$ cat src/rtl/core/cos_pkg.sv
// Types, codes and helper functions of the converter operation supervisor.
package cos_pkg;

  // Operating mode
  typedef enum logic [2:0] {
    MODE_OFF      = 3'd0,
    MODE_CHANGING = 3'd1,
    MODE_START_PL = 3'd2,
    MODE_PL       = 3'd3,
    MODE_END_PL   = 3'd4,
    MODE_RUN      = 3'd5
  } mode_t;

  // Item kind
  typedef enum logic [1:0] {
    KIND_COMMAND     = 2'd0,
    KIND_TICK        = 2'd1,
    KIND_CHANGE_DONE = 2'd2,
    KIND_SYNC_QUERY  = 2'd3
  } kind_t;

  // Converter codes
  localparam logic [1:0] CONV_BUCK  = 2'd0;
  localparam logic [1:0] CONV_BOOST = 2'd1;

  // Command codes
  localparam logic [5:0] CMD_ENABLE         = 6'd0;
  localparam logic [5:0] CMD_DISABLE        = 6'd1;
  localparam logic [5:0] CMD_RAMP_UP        = 6'd4;
  localparam logic [5:0] CMD_RAMP_DOWN      = 6'd5;
  localparam logic [5:0] CMD_STEP_UP        = 6'd6;
  localparam logic [5:0] CMD_STEP_DOWN      = 6'd7;
  localparam logic [5:0] CMD_RESET_REF      = 6'd8;
  localparam logic [5:0] CMD_EMERGENCY      = 6'd9;
  localparam logic [5:0] CMD_RESET_PROT     = 6'd10;
  localparam logic [5:0] CMD_CONV_FIRST     = 6'd11;
  localparam logic [5:0] CMD_CONV_LAST      = 6'd14;
  localparam logic [5:0] CMD_STRATEGY_FIRST = 6'd15;
  localparam logic [5:0] CMD_STRATEGY_LAST  = 6'd23;
  localparam logic [5:0] CMD_CORR_NONE      = 6'd24;
  localparam logic [5:0] CMD_CORR_REF_UPD   = 6'd25;
  localparam logic [5:0] CMD_CORR_PARTIAL   = 6'd26;
  localparam logic [5:0] CMD_CORR_CURRENT   = 6'd27;
  localparam logic [5:0] CMD_FLAG_FIRST     = 6'd28;
  localparam logic [5:0] CMD_FLAG_LAST      = 6'd33;
  localparam logic [5:0] CMD_HOLD_REF       = 6'd34;
  localparam logic [5:0] CMD_RELEASE_REF    = 6'd35;

  // Action strobes
  localparam logic [7:0] ACT_PWM_ON    = 8'h01;
  localparam logic [7:0] ACT_PWM_OFF   = 8'h02;
  localparam logic [7:0] ACT_CFG_PWM   = 8'h04;
  localparam logic [7:0] ACT_CFG_GPIO  = 8'h08;
  localparam logic [7:0] ACT_RST_CTRL  = 8'h10;
  localparam logic [7:0] ACT_LOAD_FILT = 8'h20;
  localparam logic [7:0] ACT_RST_FILT  = 8'h40;
  localparam logic [7:0] ACT_RST_CC    = 8'h80;

  // Option flags
  localparam logic [3:0] FLG_MODE_HOP = 4'h2;
  localparam logic [3:0] FLG_RECENT   = 4'h8;

  // Voltage steps and limits
  localparam logic [15:0]        RAMP_MV       = 16'd2;
  localparam logic [15:0]        STEP_MV       = 16'd5000;
  localparam int                 MAX_STEPS     = 65535 / 5000;
  localparam logic signed [15:0] SYNC_LIMIT_MA = 16'sd1000;
  localparam logic [3:0]         NUM_STRATEGY  = 4'd9;

  // Configuration register indexes and reset values
  localparam logic [1:0]  CFG_VOUT_MAX      = 2'd0;
  localparam logic [1:0]  CFG_CLASSIC_MASK  = 2'd1;
  localparam logic [1:0]  CFG_SWITCHED_MASK = 2'd2;
  localparam logic [15:0] VOUT_MAX_RST      = 16'd60000;
  localparam logic [8:0]  CLASSIC_RST       = 9'd273;
  localparam logic [8:0]  SWITCHED_RST      = 9'd238;

  typedef struct packed {
    kind_t              kind;
    logic [5:0]         command;
    logic               converter_change;
    logic [15:0]        input_voltage;
    logic [15:0]        output_voltage;
    logic signed [15:0] inductor_current;
  } item_t;

  typedef struct packed {
    logic [2:0]  state_code;
    logic        converter_on;
    logic [1:0]  converter_id;
    logic [3:0]  strategy_id;
    logic [15:0] reference_mv;
    logic [15:0] held_reference_mv;
    logic        holder_on;
    logic        fault_active;
    logic [3:0]  flag_bits;
    logic [1:0]  correction_mode;
    logic [7:0]  action_strobes;
    logic        sync_mode;
  } result_t;

  typedef struct packed {
    logic [15:0] vout_max;
    logic [8:0]  classic_mask;
    logic [8:0]  switched_mask;
  } cfg_t;

  typedef struct packed {
    mode_t       mode;
    logic [15:0] ref_mv;
    logic [15:0] hold_mv;
    logic        hold_on;
    logic        enable;
    logic [1:0]  conv;
    logic [3:0]  strategy;
    logic        fault;
    logic [1:0]  corr;
    logic [3:0]  flags;
  } state_t;

  // Test whether a strategy code is marked in a mask
  function automatic logic is_member(logic [8:0] mask, logic [3:0] s);
    return (s < NUM_STRATEGY) && mask[s];
  endfunction

  // Round a reference down to a whole number of voltage steps
  function automatic logic [15:0] trunc_step(logic [15:0] v);
    logic [15:0] r;
    r = '0;
    for (int k = 1; k <= MAX_STEPS; k++) begin
      if (v >= 16'(k * STEP_MV)) r = 16'(k * STEP_MV);
    end
    return r;
  endfunction

endpackage

$ cat src/rtl/core/cos_cfg_regs.sv
// Configuration registers of the supervisor.
module cos_cfg_regs
  import cos_pkg::*;
(
  input  logic        clk,
  input  logic        rst,
  input  logic        cfg_valid,
  output logic        cfg_ready,
  input  logic [1:0]  cfg_index,
  input  logic [15:0] cfg_data,
  output cfg_t        cfg
);

  // Accept writes at any time
  assign cfg_ready = 1'b1;

  // Write the addressed register, drop writes beyond the list
  always_ff @(posedge clk) begin
    if (rst) begin
      cfg.vout_max      <= VOUT_MAX_RST;
      cfg.classic_mask  <= CLASSIC_RST;
      cfg.switched_mask <= SWITCHED_RST;
    end else if (cfg_valid) begin
      unique case (cfg_index)
        CFG_VOUT_MAX:      cfg.vout_max      <= cfg_data;
        CFG_CLASSIC_MASK:  cfg.classic_mask  <= cfg_data[8:0];
        CFG_SWITCHED_MASK: cfg.switched_mask <= cfg_data[8:0];
        default: ;
      endcase
    end
  end

endmodule

$ cat src/rtl/core/cos_in_stage.sv
// Input register stage of the supervisor.
module cos_in_stage
  import cos_pkg::*;
(
  input  logic  clk,
  input  logic  rst,
  input  logic  item_valid,
  output logic  item_ready,
  input  item_t item,
  input  logic  advance,
  output logic  held_valid,
  output item_t held_item
);

  // Take a new transaction when empty or when the held one moves on
  assign item_ready = !held_valid || advance;

  always_ff @(posedge clk) begin
    if (rst) begin
      held_valid <= 1'b0;
    end else if (item_ready) begin
      held_valid <= item_valid;
    end
  end

  // Hold the payload
  always_ff @(posedge clk) begin
    if (item_valid && item_ready) begin
      held_item <= item;
    end
  end

endmodule

$ cat src/rtl/core/cos_engine.sv
// Supervisor state registers and per-item update logic.
module cos_engine
  import cos_pkg::*;
(
  input  logic    clk,
  input  logic    rst,
  input  logic    commit,
  input  item_t   item,
  input  cfg_t    cfg,
  output result_t res
);

  state_t      st;
  state_t      st_next;
  logic [7:0]  strobes;
  logic        sync;
  logic [5:0]  cmd;
  logic [15:0] target;
  logic [15:0] delta;
  logic [16:0] sum;
  logic [15:0] up_val;
  logic [15:0] down_val;
  logic [15:0] adj_val;
  logic        is_up;
  logic [19:0] vout_x10;
  logic [19:0] vin_x9;
  logic        preload_done;
  logic [2:0]  flag_sel;
  logic [3:0]  flag_bit;

  assign cmd = item.command;

  // Ramp and step adjust of the active reference, clamped at 0 and vout_max
  always_comb begin
    target   = st.hold_on ? st.hold_mv : st.ref_mv;
    delta    = (cmd == CMD_RAMP_UP || cmd == CMD_RAMP_DOWN) ? RAMP_MV : STEP_MV;
    is_up    = (cmd == CMD_RAMP_UP || cmd == CMD_STEP_UP);
    sum      = {1'b0, target} + {1'b0, delta};
    up_val   = (sum > {1'b0, cfg.vout_max}) ? cfg.vout_max : sum[15:0];
    down_val = (target < delta) ? 16'd0 : target - delta;
    adj_val  = is_up ? up_val : down_val;
  end

  // Pre-load end test: vout >= 0.9 * vin as 10 * vout >= 9 * vin
  assign vout_x10     = {1'b0, item.output_voltage, 3'b000} + {3'b000, item.output_voltage, 1'b0};
  assign vin_x9       = {1'b0, item.input_voltage, 3'b000} + {4'b0000, item.input_voltage};
  assign preload_done = (vout_x10 >= vin_x9);

  // Option flag select: pairs of set and clear codes
  assign flag_sel = 3'(cmd - CMD_FLAG_FIRST);
  assign flag_bit = 4'b0001 << flag_sel[2:1];

  // Compute the state after this item
  always_comb begin
    st_next = st;
    strobes = '0;
    sync    = 1'b0;
    unique case (item.kind)
      KIND_COMMAND: begin
        priority if (cmd == CMD_ENABLE) begin
          if (st.mode == MODE_OFF) begin
            strobes = ACT_RST_CTRL | ACT_LOAD_FILT | ACT_RST_CC;
            if (st.conv == CONV_BOOST) begin
              st_next.enable = 1'b0;
              st_next.mode   = MODE_START_PL;
              st_next.ref_mv = '0;
              st_next.conv   = CONV_BUCK;
            end else begin
              st_next.mode   = MODE_RUN;
              st_next.enable = 1'b1;
              if (is_member(cfg.classic_mask, st.strategy)) strobes = strobes | ACT_PWM_ON;
            end
            st_next.flags = st.flags | FLG_RECENT;
          end
        end else if (cmd == CMD_DISABLE) begin
          if (st.mode != MODE_OFF) begin
            st_next.enable = 1'b0;
            strobes        = ACT_PWM_OFF;
            if (st.mode == MODE_START_PL || st.mode == MODE_PL || st.mode == MODE_END_PL) begin
              st_next.conv = CONV_BOOST;
              st_next.mode = MODE_CHANGING;
            end else begin
              st_next.mode = MODE_OFF;
            end
          end
        end else if (cmd >= CMD_RAMP_UP && cmd <= CMD_STEP_DOWN) begin
          if (st.hold_on) st_next.hold_mv = adj_val;
          else st_next.ref_mv = adj_val;
          if (cmd == CMD_STEP_UP || cmd == CMD_STEP_DOWN) st_next.flags = st.flags | FLG_RECENT;
        end else if (cmd == CMD_RESET_REF) begin
          if (st.hold_on) st_next.hold_mv = '0;
          else st_next.ref_mv = '0;
        end else if (cmd == CMD_EMERGENCY) begin
          st_next.fault = 1'b1;
        end else if (cmd == CMD_RESET_PROT) begin
          st_next.fault = 1'b0;
        end else if (cmd >= CMD_CONV_FIRST && cmd <= CMD_CONV_LAST) begin
          if (st.mode == MODE_OFF) begin
            st_next.enable = 1'b0;
            st_next.conv   = 2'(cmd - CMD_CONV_FIRST);
            st_next.mode   = MODE_CHANGING;
          end
        end else if (cmd >= CMD_STRATEGY_FIRST && cmd <= CMD_STRATEGY_LAST) begin
          if (st.mode == MODE_OFF) begin
            st_next.enable   = 1'b0;
            st_next.strategy = 4'(cmd - CMD_STRATEGY_FIRST);
            st_next.mode     = MODE_CHANGING;
            if (is_member(cfg.classic_mask, st_next.strategy)) strobes = ACT_CFG_PWM;
            else if (is_member(cfg.switched_mask, st_next.strategy)) strobes = ACT_CFG_GPIO;
          end
        end else if (cmd >= CMD_CORR_NONE && cmd <= CMD_CORR_CURRENT) begin
          st_next.corr = cmd[1:0];
          if (cmd == CMD_CORR_REF_UPD) strobes = ACT_RST_CTRL;
          else if (cmd == CMD_CORR_PARTIAL) strobes = ACT_RST_FILT;
          else if (cmd == CMD_CORR_CURRENT) strobes = ACT_RST_CC;
        end else if (cmd >= CMD_FLAG_FIRST && cmd <= CMD_FLAG_LAST) begin
          if (!flag_sel[0]) st_next.flags = st.flags | flag_bit;
          else st_next.flags = st.flags & ~flag_bit;
        end else if (cmd == CMD_HOLD_REF) begin
          st_next.hold_mv = st.ref_mv;
          st_next.hold_on = 1'b1;
        end else if (cmd == CMD_RELEASE_REF) begin
          st_next.ref_mv  = st.hold_mv;
          st_next.hold_on = 1'b0;
        end else begin
          // Drop DAC and unknown codes
        end
      end
      KIND_TICK: begin
        priority if (st.mode == MODE_START_PL) begin
          if (item.converter_change) begin
            st_next.mode   = MODE_PL;
            st_next.enable = 1'b1;
          end
          if (is_member(cfg.classic_mask, st.strategy)) strobes = ACT_PWM_ON;
        end else if (st.mode == MODE_PL) begin
          if (preload_done) begin
            st_next.enable = 1'b0;
            st_next.conv   = CONV_BOOST;
            st_next.mode   = MODE_END_PL;
          end
        end else if (st.mode == MODE_END_PL) begin
          if (item.converter_change) begin
            st_next.ref_mv = trunc_step(st.ref_mv);
            st_next.mode   = MODE_RUN;
            st_next.enable = 1'b1;
          end
          strobes = ACT_RST_CTRL | ACT_LOAD_FILT | ACT_RST_CC;
        end else begin
          // Drop ticks outside pre-load
        end
      end
      KIND_CHANGE_DONE: begin
        if (st.mode == MODE_CHANGING) st_next.mode = MODE_OFF;
      end
      KIND_SYNC_QUERY: begin
        sync = (st.flags & FLG_MODE_HOP) != 4'h0 ? (item.inductor_current > SYNC_LIMIT_MA)
                                                 : 1'b1;
      end
      default: ;
    endcase
  end

  // Advance the state once per item
  always_ff @(posedge clk) begin
    if (rst) begin
      st.mode     <= MODE_OFF;
      st.ref_mv   <= '0;
      st.hold_mv  <= '0;
      st.hold_on  <= 1'b0;
      st.enable   <= 1'b0;
      st.conv     <= CONV_BUCK;
      st.strategy <= '0;
      st.fault    <= 1'b0;
      st.corr     <= '0;
      st.flags    <= '0;
    end else if (commit) begin
      st <= st_next;
    end
  end

  // Form the result from the updated state
  always_comb begin
    res.state_code        = st_next.mode;
    res.converter_on      = st_next.enable;
    res.converter_id      = st_next.conv;
    res.strategy_id       = st_next.strategy;
    res.reference_mv      = st_next.ref_mv;
    res.held_reference_mv = st_next.hold_mv;
    res.holder_on         = st_next.hold_on;
    res.fault_active      = st_next.fault;
    res.flag_bits         = st_next.flags;
    res.correction_mode   = st_next.corr;
    res.action_strobes    = strobes;
    res.sync_mode         = sync;
  end

endmodule

$ cat src/rtl/core/cos_out_stage.sv
// Result register stage of the supervisor.
module cos_out_stage
  import cos_pkg::*;
(
  input  logic    clk,
  input  logic    rst,
  input  logic    load,
  input  result_t res,
  output logic    can_load,
  output logic    result_valid,
  input  logic    result_ready,
  output result_t result
);

  // Free when empty or when the waiting transaction is taken
  assign can_load = !result_valid || result_ready;

  always_ff @(posedge clk) begin
    if (rst) begin
      result_valid <= 1'b0;
    end else if (load) begin
      result_valid <= 1'b1;
    end else if (result_ready) begin
      result_valid <= 1'b0;
    end
  end

  // Hold the result payload
  always_ff @(posedge clk) begin
    if (load) begin
      result <= res;
    end
  end

endmodule

$ cat src/rtl/core/converter_operation_supervisor.sv
// Top level of the DC-DC converter operation supervisor.
//
//   channel  | handshake                 | payload
//   ---------+---------------------------+------------------------------
//   item     | item_valid / item_ready   | item   (cos_pkg::item_t)
//   result   | result_valid/result_ready | result (cos_pkg::result_t)
//   cfg      | cfg_valid / cfg_ready     | cfg_index, cfg_data
//
// One item per cycle unless the result side stalls; an item passes the input then the result register.
// The state update is one pass of logic between the input and result registers.
// A stall on the result side holds the result register and then the input register.
// cfg_ready is always high; writes take effect on the next cycle.
// Synchronous reset clears the mode state and both valid flags, and loads the cfg reset values.
module converter_operation_supervisor
  import cos_pkg::*;
(
  input  logic        clk,
  input  logic        rst,
  input  logic        item_valid,
  output logic        item_ready,
  input  item_t       item,
  output logic        result_valid,
  input  logic        result_ready,
  output result_t     result,
  input  logic        cfg_valid,
  output logic        cfg_ready,
  input  logic [1:0]  cfg_index,
  input  logic [15:0] cfg_data
);

  cfg_t    cfg;
  logic    held_valid;
  item_t   held_item;
  logic    can_load;
  logic    advance;
  result_t res;

  // Move the held item into the result register when there is room
  assign advance = held_valid && can_load;

  cos_cfg_regs u_cfg (
    .clk       (clk),
    .rst       (rst),
    .cfg_valid (cfg_valid),
    .cfg_ready (cfg_ready),
    .cfg_index (cfg_index),
    .cfg_data  (cfg_data),
    .cfg       (cfg)
  );

  cos_in_stage u_in (
    .clk        (clk),
    .rst        (rst),
    .item_valid (item_valid),
    .item_ready (item_ready),
    .item       (item),
    .advance    (advance),
    .held_valid (held_valid),
    .held_item  (held_item)
  );

  cos_engine u_engine (
    .clk    (clk),
    .rst    (rst),
    .commit (advance),
    .item   (held_item),
    .cfg    (cfg),
    .res    (res)
  );

  cos_out_stage u_out (
    .clk          (clk),
    .rst          (rst),
    .load         (advance),
    .res          (res),
    .can_load     (can_load),
    .result_valid (result_valid),
    .result_ready (result_ready),
    .result       (result)
  );

endmodule

$ cat config.mk
export PLATFORM = sky130hd
export DESIGN_NAME = converter_operation_supervisor
export DESIGN_NICKNAME = d
export VERILOG_FILES = /design/src/rtl/core/cos_pkg.sv /design/src/rtl/core/cos_cfg_regs.sv /design/src/rtl/core/cos_in_stage.sv /design/src/rtl/core/cos_engine.sv /design/src/rtl/core/cos_out_stage.sv /design/src/rtl/core/converter_operation_supervisor.sv
export SDC_FILE = /design/constraint.sdc
export NUM_CORES = 1
export LEC_CHECK = 0
export BUFFER_PORTS_ARGS = -buffer_cell sky130_fd_sc_hd__buf_4
export CAP_MARGIN = 20
export CORE_ASPECT_RATIO = 0.8
export CORE_UTILIZATION = 40
export CTS_CLUSTER_DIAMETER = 100
export DETAILED_ROUTE_END_ITERATION = 8
export PLACE_DENSITY = 0.63
export SYNTH_ARGS = -nofsm -noshare
export SYNTH_HDL_FRONTEND = slang
export SYNTH_SLANG_ARGS = --single-unit
$ cat constraint.sdc
create_clock -name clk -period 17.2 [get_ports clk]
set_input_delay 1.72 -clock clk [delete_from_list [all_inputs] [get_ports clk]]
set_output_delay 1.72 -clock clk [all_outputs]
set_load 0.02 [all_outputs]
# Yosys cells after proc, flatten, opt, wreduce, memory -nomap -nowiden
# Index checks and enable logic that the tools add are counted.
word_totals:
  regBits: 202
  input_bits: 80
  out_inout_bits: 62
classes:
  add_sub_neg: 7
  order_cmp: 31
  eq_ne: 23
  bitwise_logic: 3
  shift: 1
  n_reduce_logical: 28
  n_mux: 145
op_table:
  columns: ["cell", "n"]
  rows:
  - ["$mux 16", 21]
  - ["$mux 43", 7]
  - ["$mux 33", 5]
  - ["$mux 8", 18]
  - ["$mux 15", 8]
  - ["$ge 16x16->1 const B", 7]
  - ["$mux 19", 4]
  - ["$mux 32", 2]
  - ["$mux 3", 19]
  - ["$ge 16x15->1 const B", 3]
  - ["$mux 4", 12]
  - ["$mux 17", 2]
  - ["$mux 11", 3]
  - ["$ge 16x14->1 const B", 2]
  - ["$pmux 16 s2", 1]
  - ["$mux 14", 2]
  - ["$mux 13", 2]
  - ["$eq 6x3->1 const B", 4]
  - ["$mux 6", 4]
  - ["$mux 1", 21]
  - ["$add 19x16->20", 1]
  - ["$add 19x17->20", 1]
  - ["$ge 20x20->1", 1]
  - ["$eq 6x4->1 const B", 3]
  - ["other kinds (45)", 85]

# Depth between registers and ports, before layout
# Gate-level depths: netlist of run 1.
logic_depth:
  word_depth: 23
  mapped_depth: 24
  mapped_depth_nobuf: 21

# Cells and area by module
# Synthesis of run 1 repeated with hierarchy kept, for this count alone.
unflattened:
  cells_unflattened: 1550
  hier_area_um2: 14108.5
modules_own_cells:
  columns: ["mod", "cells_per_inst", "area_each_um2", "n_inst", "seq_area_each_um2"]
  rows:
  - ["cos_engine", 1281, 9086.2, 1, 1001.0]
  - ["cos_out_stage", 63, 1818.0, 1, 1791.7]
  - ["cos_in_stage", 62, 1766.7, 1, 1731.7]
  - ["cos_cfg_regs", 143, 1431.4, 1, 680.7]
  - ["converter_operation_supervisor", 1, 6.3, 1, 0.0]

# Worst setup path before layout of run 1
# No wires, ideal clock.
synth_timing:
  path_kind: "reg2reg"
  start: "register u_in.held_item[54] (netlist name)"
  end: "register u_out.result[39] (netlist name)"
  period_less_slack_ns: 5.761
  stages_incl_launch_ff: 23
  n_path_buf: 4
  required_time_ns: 16.938
  setup_ns: 0.262
  setup_slack_ns: 11.439
  arrival_time_ns: 5.499
  cell_sequence: "edfxtp_1 buf_2 or4b_2 buf_2 buf_1 nor2_1 ha_1 clkbuf_1 nand2b_1 a221o_1 a21oi_1 a21oi_1 xnor2_1 ha_1 nand4_1 nor2_1 a211o_1 o31a_1 nor2_4 mux2_1 a22oi_2 a21oi_1 or2_2"

==> results of run 1 <==
where the power goes:
group	total [mW]	internal (mW)	switching, mW
Sequential	0.565	0.537	0.0279
Combinational	0.297	0.121	0.176
Clock	0.531	0.320	0.211
Total	1.39	0.979	0.415
sequential cells by signal (all words and copies together), names as in the netlist:
name / flops
u_cfg.cfg: 34
u_out.result: 59
u_engine.st: 50
u_in.held_valid: 1
u_in.held_item: 57
u_out.result_valid: 1
worst max-delay path, delay by kind of cell (launching register included):
family / cells / cell delay, ps
adder cells (fa/ha/maj): 3 / 840
flip-flops: 1 / 640
XOR/XNOR: 1 / 260
AO/OA/AOI/OAI: 7 / 2150
AND/OR/NAND/NOR: 7 / 2610
stage by stage:
stage,hold slack [ps],power [mW],utilization,setup WS [ps],instances
2_1_floorplan,433,0.771,-,11440,1535
3_3_place_gp,440,0.861,0.446,10720,2029
3_5_place_dp,445,0.865,0.446,10490,2029
4_1_cts,454,1.40,0.471,10490,2073
5_1_grt,479,1.45,0.471,9890,2073
6_report,456,1.39,0.471,10430,2073
cells in the final DEF (no fill, tap or decap), types with 11 or more instances in the layout:
master       n
nor3_1      38
xnor2_1     38
mux2i_1     23
o21ai_0     92
a211o_1     13
nand4_1     12
nor4_1      11
nor2b_1     12
nand2b_1    13
dfxtp_1     86
edfxtp_1   116
a21o_1      25
clkbuf_16   26
xor2_1      12
mux2_2      19
a21oi_1    142
a221oi_1    11
nand2_1    164
nor2_1     122
and3_1      15
o21bai_1    11
inv_1       54
a31oi_1     23
nand3_1     42
o211ai_1    20
a211oi_1    22
buf_4      161
ha_1        81
o31ai_1     13
o21a_1      21
final timing paths:
path	startpoint	to	slack, ps
setup / recovery	u_in.held_item[51]	u_out.result[33]	10430
setup reg to reg	u_in.held_item[51]	u_out.result[33]	10430
hold reg to reg	u_cfg.cfg[0]	u_cfg.cfg[0]	460
hold / removal	u_cfg.cfg[0]	u_cfg.cfg[0]	460
final cells by class:
class,count,share of cell area
clock buffers,36,0.0455
well taps,434,0.0343
repair buffers,161,0.0764
multi-input cells,1176,0.495
flip-flops and latches,202,0.329
inverters,56,0.0134
clock inverters,8,0.00632
cell families after synthesis:
kind of cell,Yosys count
compound gates,498
xor+xnor,50
mux,49
other cells,1
fa+ha+maj,83
buf+inv,157
flops,202
simple gates,495
per-layer routing:
metal,up-vias,global-route usage,routed length [µm]
li1,5905,-,-
met1,5925,0.379,21500
met2,574,0.362,18400
met3,63,0.0514,3960
met4,0,0.0627,955
met5,-,0,0
==> results.yml, run 1 <==
setup_path:
  worstPathArrival_ps: 7060
  rr_worst_depth: 18
  path_max_fanout: 18
  crit_top_cell: "ha_1"
  cp.required_ps: 17490
  end_kind: "flip-flop"
  cp_slowest_cell: "or4b_2"
  worstPathCellList: "or4b_2 -> nor2_1 -> ha_1 -> ha_1 -> nand2b_1 -> a221o_1 -> a21oi_1 -> a21oi_1 -> xnor2_1 -> ha_1 -> nand4_1 -> nor2_1 -> a211o_1 -> o31ai_1 -> nand2_1 -> and3_1 -> o41a_1 -> a32o_1"
  critical_path_class: "flip-flop to flip-flop"
  critPathMaxStageDelay_ps: 910
  cp-start-kind: "flip-flop"
power:
  powerDensity_mw_per_mm2: 88.1
  ir_worst_vdd_mv: 0.0552
  leakage_nw: 6.23
synth:
  synth_top_family_by_area: "compound AO/OA/AOI/OAI gates"
  synth_xor_area_frac: 0.0320
  ys_types: 100
  syn_area_mm2: 0.0137
  synth_flop_cell: "edfxtp_1"
  synth_mux_area_frac: 0.0432
  netlist.area_leader.share: 0.255
  postSynthAreaPerCell_um2: 8.91
  synth_cells: 1535
  synth_top_cell_by_area: "edfxtp_1"
  synth.area.top_cells: "edfxtp_1 25%, dfxtp_1 13%, ha_1 7.4%"
  synth-compound-area-share: 0.244
  yosysSeqAreaShare: 0.381
  synth_seq_cells: 202
  async_reset_ff_frac: 0
  synth_common_cells: "164 x nand2_1, 142 x a21oi_1, 122 x nor2_1"
  synthAdderAreaFrac: 0.0770
  syn-num-nets: 1698
  synth.most_common_cell: "nand2_1"
  synth_edf_count: 116
  yosys_warnings: 0
  yosys.area_share.simple: 0.176
timing:
  fmax_ghz: 0.148
  final.min_clock_period_ps: 6770
  final-setup-viol-count: 0
  maxSlewHeadroom: 0.282
  rsz0062_at_grt: "no"
  min_period_over_period: 0.394
  skew_ps: 17.4
  worst_pin_slew_ps: 1070
  fin_setup_tns_ps: 0
  slew_viol_final: 0
  finalHoldViolCount: 0
clock_tree:
  clk_pin_slew_ps: 70
  htree_num_levels: 1
  postCtsSetupRepairBufs: 0
  cts_tree: "built"
  cts.path.max_buffers: 3
  cts_buffers: 24
  cts.sinks: 202
  cts-root-buf: "clkbuf_16"
  worstSkewPairLatency_ps: 540
  postCtsHoldBufs: 0
  cts-resized-gates: 0
routing:
  wl_per_cell_um: 21.6
  drc: 0
  first_pass_iters: 6
  ant_nets: 0
  vias_per_cell: 6.01
  drt_iter0_markers: 1398
  wl_mm: 44.8
  vias: 12500
place:
  place_congestion: 0.964
  hpwlAfterDp_mm: 32.5
  place_area_mm2: 0.0150
  io_buffers: 140
global_routing:
  grt_max_degree: 69
  overflow: 0
  antenna_found_initial: 0
  grtUsageTotal: 0.251
  grt_pass1_wl_mm: 69.0
  grt_pass1_vias: 11600
die:
  die_h_um: 167
  fp-row-count: 60
  die_w_um: 209
  io_pins: 142
  start_util: 0.407
  coreArea_mm2: 0.0336
  die-area_mm2: 0.0349
flow_run:
  maxCapViolCount: 0
layout:
  final-seq-area_mm2: 0.00520
  multi_input_area_mm2: 0.00784
  area_growth_pct: 15.7
  antennaDiodeCount: 0
  nFillCells: 3230
  fin_nets: 1784
  drive_above_1_share: 0.164
  final_area_mm2: 0.0158
outcome:
  status: "complete, no violations"
hold_path:
  min_path_cells: 2
  worstHoldPathType: "flip-flop to flip-flop"
No activity file was read; power rests on OpenSTA's default activity.
==> run 2, diff against run 1 <==
- ABC_AREA: not set -> 1
- PLACE_DENSITY: 0.63 -> 0.65
- clock period: 17.2 -> 5.9 ns (I/O delays scaled with it)
==> run 2 against run 1 <==
Non-clock buffer count is 4 higher. Worst hold slack worse by 220 ps. Global-route usage is 0.22 points higher. Sequential share of layout area is 1.7 points lower. Via count is 17% higher. Sequential power grew to 3.0 times the previous value. Largest cell class unchanged. Clock power grew to 2.7 times the previous value. Critical endpoint is now u_out.result[40].
==> results.yml, run 2 <==
outcome:
  status: "complete, no violations"
timing:
  fin_setup_tns_ps: 0
  min_period_over_period: 0.903
  rsz0062_at_grt: "no"
  slew_viol_final: 0
  final.min_clock_period_ps: 5330
  finalHoldViolCount: 0
  maxSlewHeadroom: 0.239
  skew_ps: 18.6
  fmax_ghz: 0.188
  worst_pin_slew_ps: 1140
  final-setup-viol-count: 0
power:
  powerDensity_mw_per_mm2: 246
  leakage_nw: 7.77
  ir_worst_vdd_mv: 0.180
routing:
  vias_per_cell: 5.54
  drc: 0
  wl_mm: 48.1
  vias: 14600
  drt_iter0_markers: 1553
  ant_nets: 0
  first_pass_iters: 8
  wl_per_cell_um: 18.2
global_routing:
  grt_pass1_wl_mm: 75.2
  grt_max_degree: 75
  antenna_found_initial: 0
  overflow: 0
  grtUsageTotal: 0.254
  grt_pass1_vias: 13100
setup_path:
  startpoint: "u_in.held_item[50]"
  cp_slowest_cell: "edfxtp_1"
  rr_worst_depth: 29
  crit_top_cell: "nand2_1"
  ff2ff_setup_slack_ps: 570
  r2r_end: "u_out.result[40]"
  crit_buf_inv: 5
  cp.required_ps: 6160
  end_kind: "flip-flop"
  path_depth: 29
  critPathMaxStageDelay_ps: 450
  r2r-start: "u_in.held_item[50]"
  worstPathArrival_ps: 5600
  path_max_fanout: 17
  endpoint: "u_out.result[40]"
  cp-start-kind: "flip-flop"
  cp_top_family: "simple AND/OR/NAND/NOR gates"
  critical_path_class: "flip-flop to flip-flop"
synth:
  netlist.area_leader.share: 0.239
  synth_common_cells: "501 x nand2_1, 236 x inv_1, 204 x a21oi_1"
  postSynthAreaPerCell_um2: 7.13
  synth.area.top_cells: "edfxtp_1 24%, nand2_1 13%, dfxtp_1 12%"
  async_reset_ff_frac: 0
  syn_area_mm2: 0.0146
  synth_flop_cell: "edfxtp_1"
  synthAdderAreaFrac: 0.0723
  syn-num-nets: 2206
  yosys_warnings: 0
  synth_edf_count: 116
  synth_top_family_by_area: "simple AND/OR/NAND/NOR gates"
  synth_cells: 2043
  ys_types: 65
  synth_mux_area_frac: 0.00137
  synth_seq_cells: 202
  synth-compound-area-share: 0.196
  synth_xor_area_frac: 0.0240
  synth_top_cell_by_area: "edfxtp_1"
  synth.most_common_cell: "nand2_1"
  yosys.area_share.simple: 0.254
  yosysSeqAreaShare: 0.357
layout:
  stdcell_count: 2637
  largest_reg_flops: 59
  area_growth_pct: 14.7
  layout_common_cells: "500 x nand2_1, 234 x inv_1, 204 x a21oi_1, 164 x buf_4, 159 x nand3_1"
  drive_above_1_share: 0.121
  fin_nets: 2304
  mostFrequentLayoutCell: "nand2_1"
  final_area_mm2: 0.0167
  reg_top3: "u_out.result: 59 flops, u_in.held_item: 57 flops, u_engine.st: 50 flops"
  top_register: "u_out.result"
  antennaDiodeCount: 0
clock_tree:
  cts.sinks: 202
  cts_tree: "built"
  postCtsHoldBufs: 0
  cts.path.max_buffers: 3
  cts-root-buf: "clkbuf_16"
  cts_buffers: 22
  clk_pin_slew_ps: 60
  postCtsSetupRepairBufs: 0
  htree_num_levels: 1
  cts-resized-gates: 0
  worstSkewPairLatency_ps: 530
flow_run:
  maxCapViolCount: 0
die:
  die_w_um: 215
  coreArea_mm2: 0.0359
  io_pins: 142
  die_h_um: 173
  start_util: 0.406
  fp-row-count: 62
  die-area_mm2: 0.0372
place:
  hpwlAfterDp_mm: 35.8
  place_area_mm2: 0.0160
  place_congestion: 1.04
  dp_cells: 2596
  io_buffers: 140
hold_path:
  min-delay-start: "item[52]"
  worstHoldPathType: "primary input to flip-flop"
==> run 2: where the power goes <==
group	total [mW]	internal [mW]	switching (mW)
Clock	1.42	0.821	0.597
Combinational	1.02	0.356	0.666
Sequential	1.67	1.59	0.0892
==> run 2: final cells by class <==
cell class	count	area (µm²)
tap	480	601
sequential	202	5210
multi-input combinational	1502	8000
clock inverter	12	119
inverter	248	932
fill	3566	19200
clock buffer	28	608
timing repair buffer	165	1260
==> run 2: worst min path at each step <==
stage	endpoint	slack, ps	cells past startpoint
finish	u_in.held_item[52]	240	1
global route	u_in.held_item[33]	220	1
CTS	u_in.held_item[52]	210	1
detailed placement	u_cfg.cfg[2]	450	2
global placement	u_cfg.cfg[2]	450	2
floorplan	u_cfg.cfg[1]	420	2
==> run 2: through the flow <==
step / utilization / power [mW] / hold slack [ps] / setup WS (ps)
6_report: 0.466 / 4.12 / 236 / 570
5_1_grt: 0.466 / 4.33 / 218 / 67.8
4_1_cts: 0.465 / 4.13 / 212 / 588
3_5_place_dp: 0.445 / 2.70 / 450 / 635
3_3_place_gp: 0.444 / 2.69 / 448 / 731
2_1_floorplan: - / 2.37 / 424 / 1000
==> run 2: cells by family after synthesis <==
kind of cell | Yosys count
simple gates | 869
buf+inv | 339
compound gates | 507
other cells | 1
xor+xnor | 40
flops | 202
mux | 2
fa+ha+maj | 83
==> run 2: metal layers <==
layer  up-vias  global-route usage  routed length [µm]
li1       7085                   -                   -
met1      6765               0.391               23000
met2       700               0.362               19600
met3        54              0.0529                4750
met4         0              0.0443                 755
met5         -                   0                   0
==> run 3, diff against run 2 <==
- PLACE_DENSITY: 0.65 -> not set
==> run 3 against run 2 <==
Clock power up 6%. Clock-buffer cell count rose by 5. Die area unchanged. Power rose by 1.4%. Routed wire length shrank 1.5%.
==> results.yml, run 3 (synthesized netlist as in run 2, its figures left out) <==
global_routing:
  grt_pass1_vias: 13100
  overflow: 0
  grtUsageTotal: 0.253
  antenna_found_initial: 0
  grt_max_degree: 58
  grt_pass1_wl_mm: 74.9
power:
  powerDensity_mw_per_mm2: 249
  combPwrFrac: 0.241
  clkPwrFrac: 0.359
  p_seq_frac: 0.400
  intPower_mw: 2.81
  leakage_nw: 7.78
  ir_worst_vdd_mv: 0.195
  power_mw: 4.17
  p_switching_mw: 1.37
  swShare: 0.328
hold_path:
  min-delay-start: "item[51]"
  min_path_cells: 1
  worstHoldPathType: "primary input to flip-flop"
  hold_end: "u_in.held_item[51]"
routing:
  vias_per_cell: 5.44
  drc: 0
  route.met2.wl_mm: 18.5
  drt_iter0_markers: 1314
  highest_layer: "met4"
  route.met3.wl_mm: 4.06
  vias: 14400
  wl_per_cell_um: 17.9
  first_pass_iters: 5
  ant_nets: 0
  wl_mm: 47.4
  wl_met1_mm: 23.8
setup_path:
  critPathMaxStageDelay_ps: 640
  r2r-start: "u_in.held_item[49]"
  cp.required_ps: 6320
  ff2ff_setup_slack_ps: 620
  end_kind: "flip-flop"
  path_max_fanout: 17
  cp-start-kind: "flip-flop"
  crit_buf_inv: 6
  worstPathArrival_ps: 5700
  crit_top_cell: "nand2_1"
  cp_slowest_cell: "edfxtp_1"
  rr_worst_depth: 31
  r2r_end: "u_engine.st[36]"
  critical_path_class: "flip-flop to flip-flop"
  cp_top_family: "simple AND/OR/NAND/NOR gates"
timing:
  slew_viol_final: 0
  fin_setup_tns_ps: 0
  worst_pin_slew_ps: 1100
  min_period_over_period: 0.895
  maxSlewHeadroom: 0.264
  rsz0062_at_grt: "no"
  final.min_clock_period_ps: 5280
  finalHoldViolCount: 0
  final-setup-viol-count: 0
  fmax_ghz: 0.189
  skew_ps: 24.8
clock_tree:
  cts_tree: "built"
  clk_pin_slew_ps: 60
  worstSkewPairLatency_ps: 550
  htree_num_levels: 1
  cts-root-buf: "clkbuf_16"
  cts-resized-gates: 0
  postCtsSetupRepairBufs: 0
  cts.sinks: 202
  cts.path.max_buffers: 3
  postCtsHoldBufs: 0
  cts_buffers: 24
layout:
  nFillCells: 3647
  drive_above_1_share: 0.120
  area_growth_pct: 15.1
  top_register: "u_out.result"
  multi_input_area_mm2: 0.00800
  mostFrequentLayoutCell: "nand2_1"
  fin_nets: 2305
  layout_common_cells: "500 x nand2_1, 234 x inv_1, 204 x a21oi_1, 162 x buf_4, 159 x nand3_1"
  antennaDiodeCount: 0
  final-seq-area_mm2: 0.00521
  largest_reg_flops: 59
  reg_top3: "u_out.result: 59 flops, u_in.held_item: 57 flops, u_engine.st: 50 flops"
place:
  io_buffers: 140
  place_congestion: 0.941
  hpwlAfterDp_mm: 35.4
die:
  coreArea_mm2: 0.0359
  die_h_um: 173
  die-area_mm2: 0.0372
  fp-row-count: 62
  start_util: 0.406
  io_pins: 142
  die_w_um: 215
outcome:
  status: "complete, no violations"
flow_run:
  maxCapViolCount: 0
-- run 3: cell count changes in the layout (fill, tap and decap cells not counted), moves of 2 or more --
cell and change:
clkinv_2 -7, clkbuf_16 +3, clkinv_1 +3, buf_4 -2, clkbuf_1 +2, inv_4 +2
-- run 3: layout make-up --
class	instances	area share
timing repair buffer	164	0.0753
tap	480	0.0358
sequential	202	0.310
clock buffer	33	0.0410
clock inverter	11	0.00559
inverter	248	0.0555
multi-input combinational	1502	0.477
-- run 3: metal layers --
layer,vias up,GRT usage
li1,7095,-
met3,59,0.0413
met2,585,0.344
met4,0,0.0556
met1,6624,0.407
met5,-,0
-- run 3: stage by stage --
step | hold WS, ps | cells | setup slack [ps] | util | instance area [µm²]
after CTS | 200 | 2639 | 675 | 0.466 | 16800
after detailed placement | 442 | 2595 | 696 | 0.445 | 16000
after global placement | 439 | 2595 | 881 | 0.445 | 16000
final | 213 | 2640 | 621 | 0.467 | 16800
after floorplan | 424 | 2043 | 1000 | - | 14600
after global routing | 201 | 2640 | 2.83 | 0.467 | 16800
-- run 3: worst max path at each step --
stage,from,end,slack [ps],depth (start not counted)
floorplan,u_engine.st[14],u_out.result[48],1000,33
global placement,u_in.held_item[49],u_engine.st[36],880,31
detailed placement,u_in.held_item[49],u_engine.st[37],700,31
CTS,u_in.held_item[49],u_engine.st[37],680,31
global route,u_in.held_item[49],u_engine.st[36],3,31
finish,u_in.held_item[49],u_engine.st[36],620,31
-- run 3: power by group through the flow --
stage	clock, mW	combinational, mW	sequential [mW]
finish	1.50	1.01	1.67
CTS	1.53	0.996	1.67
global route	1.58	1.13	1.68
detailed placement	0	0.989	1.70
floorplan	0	0.691	1.68
global placement	0	0.985	1.70
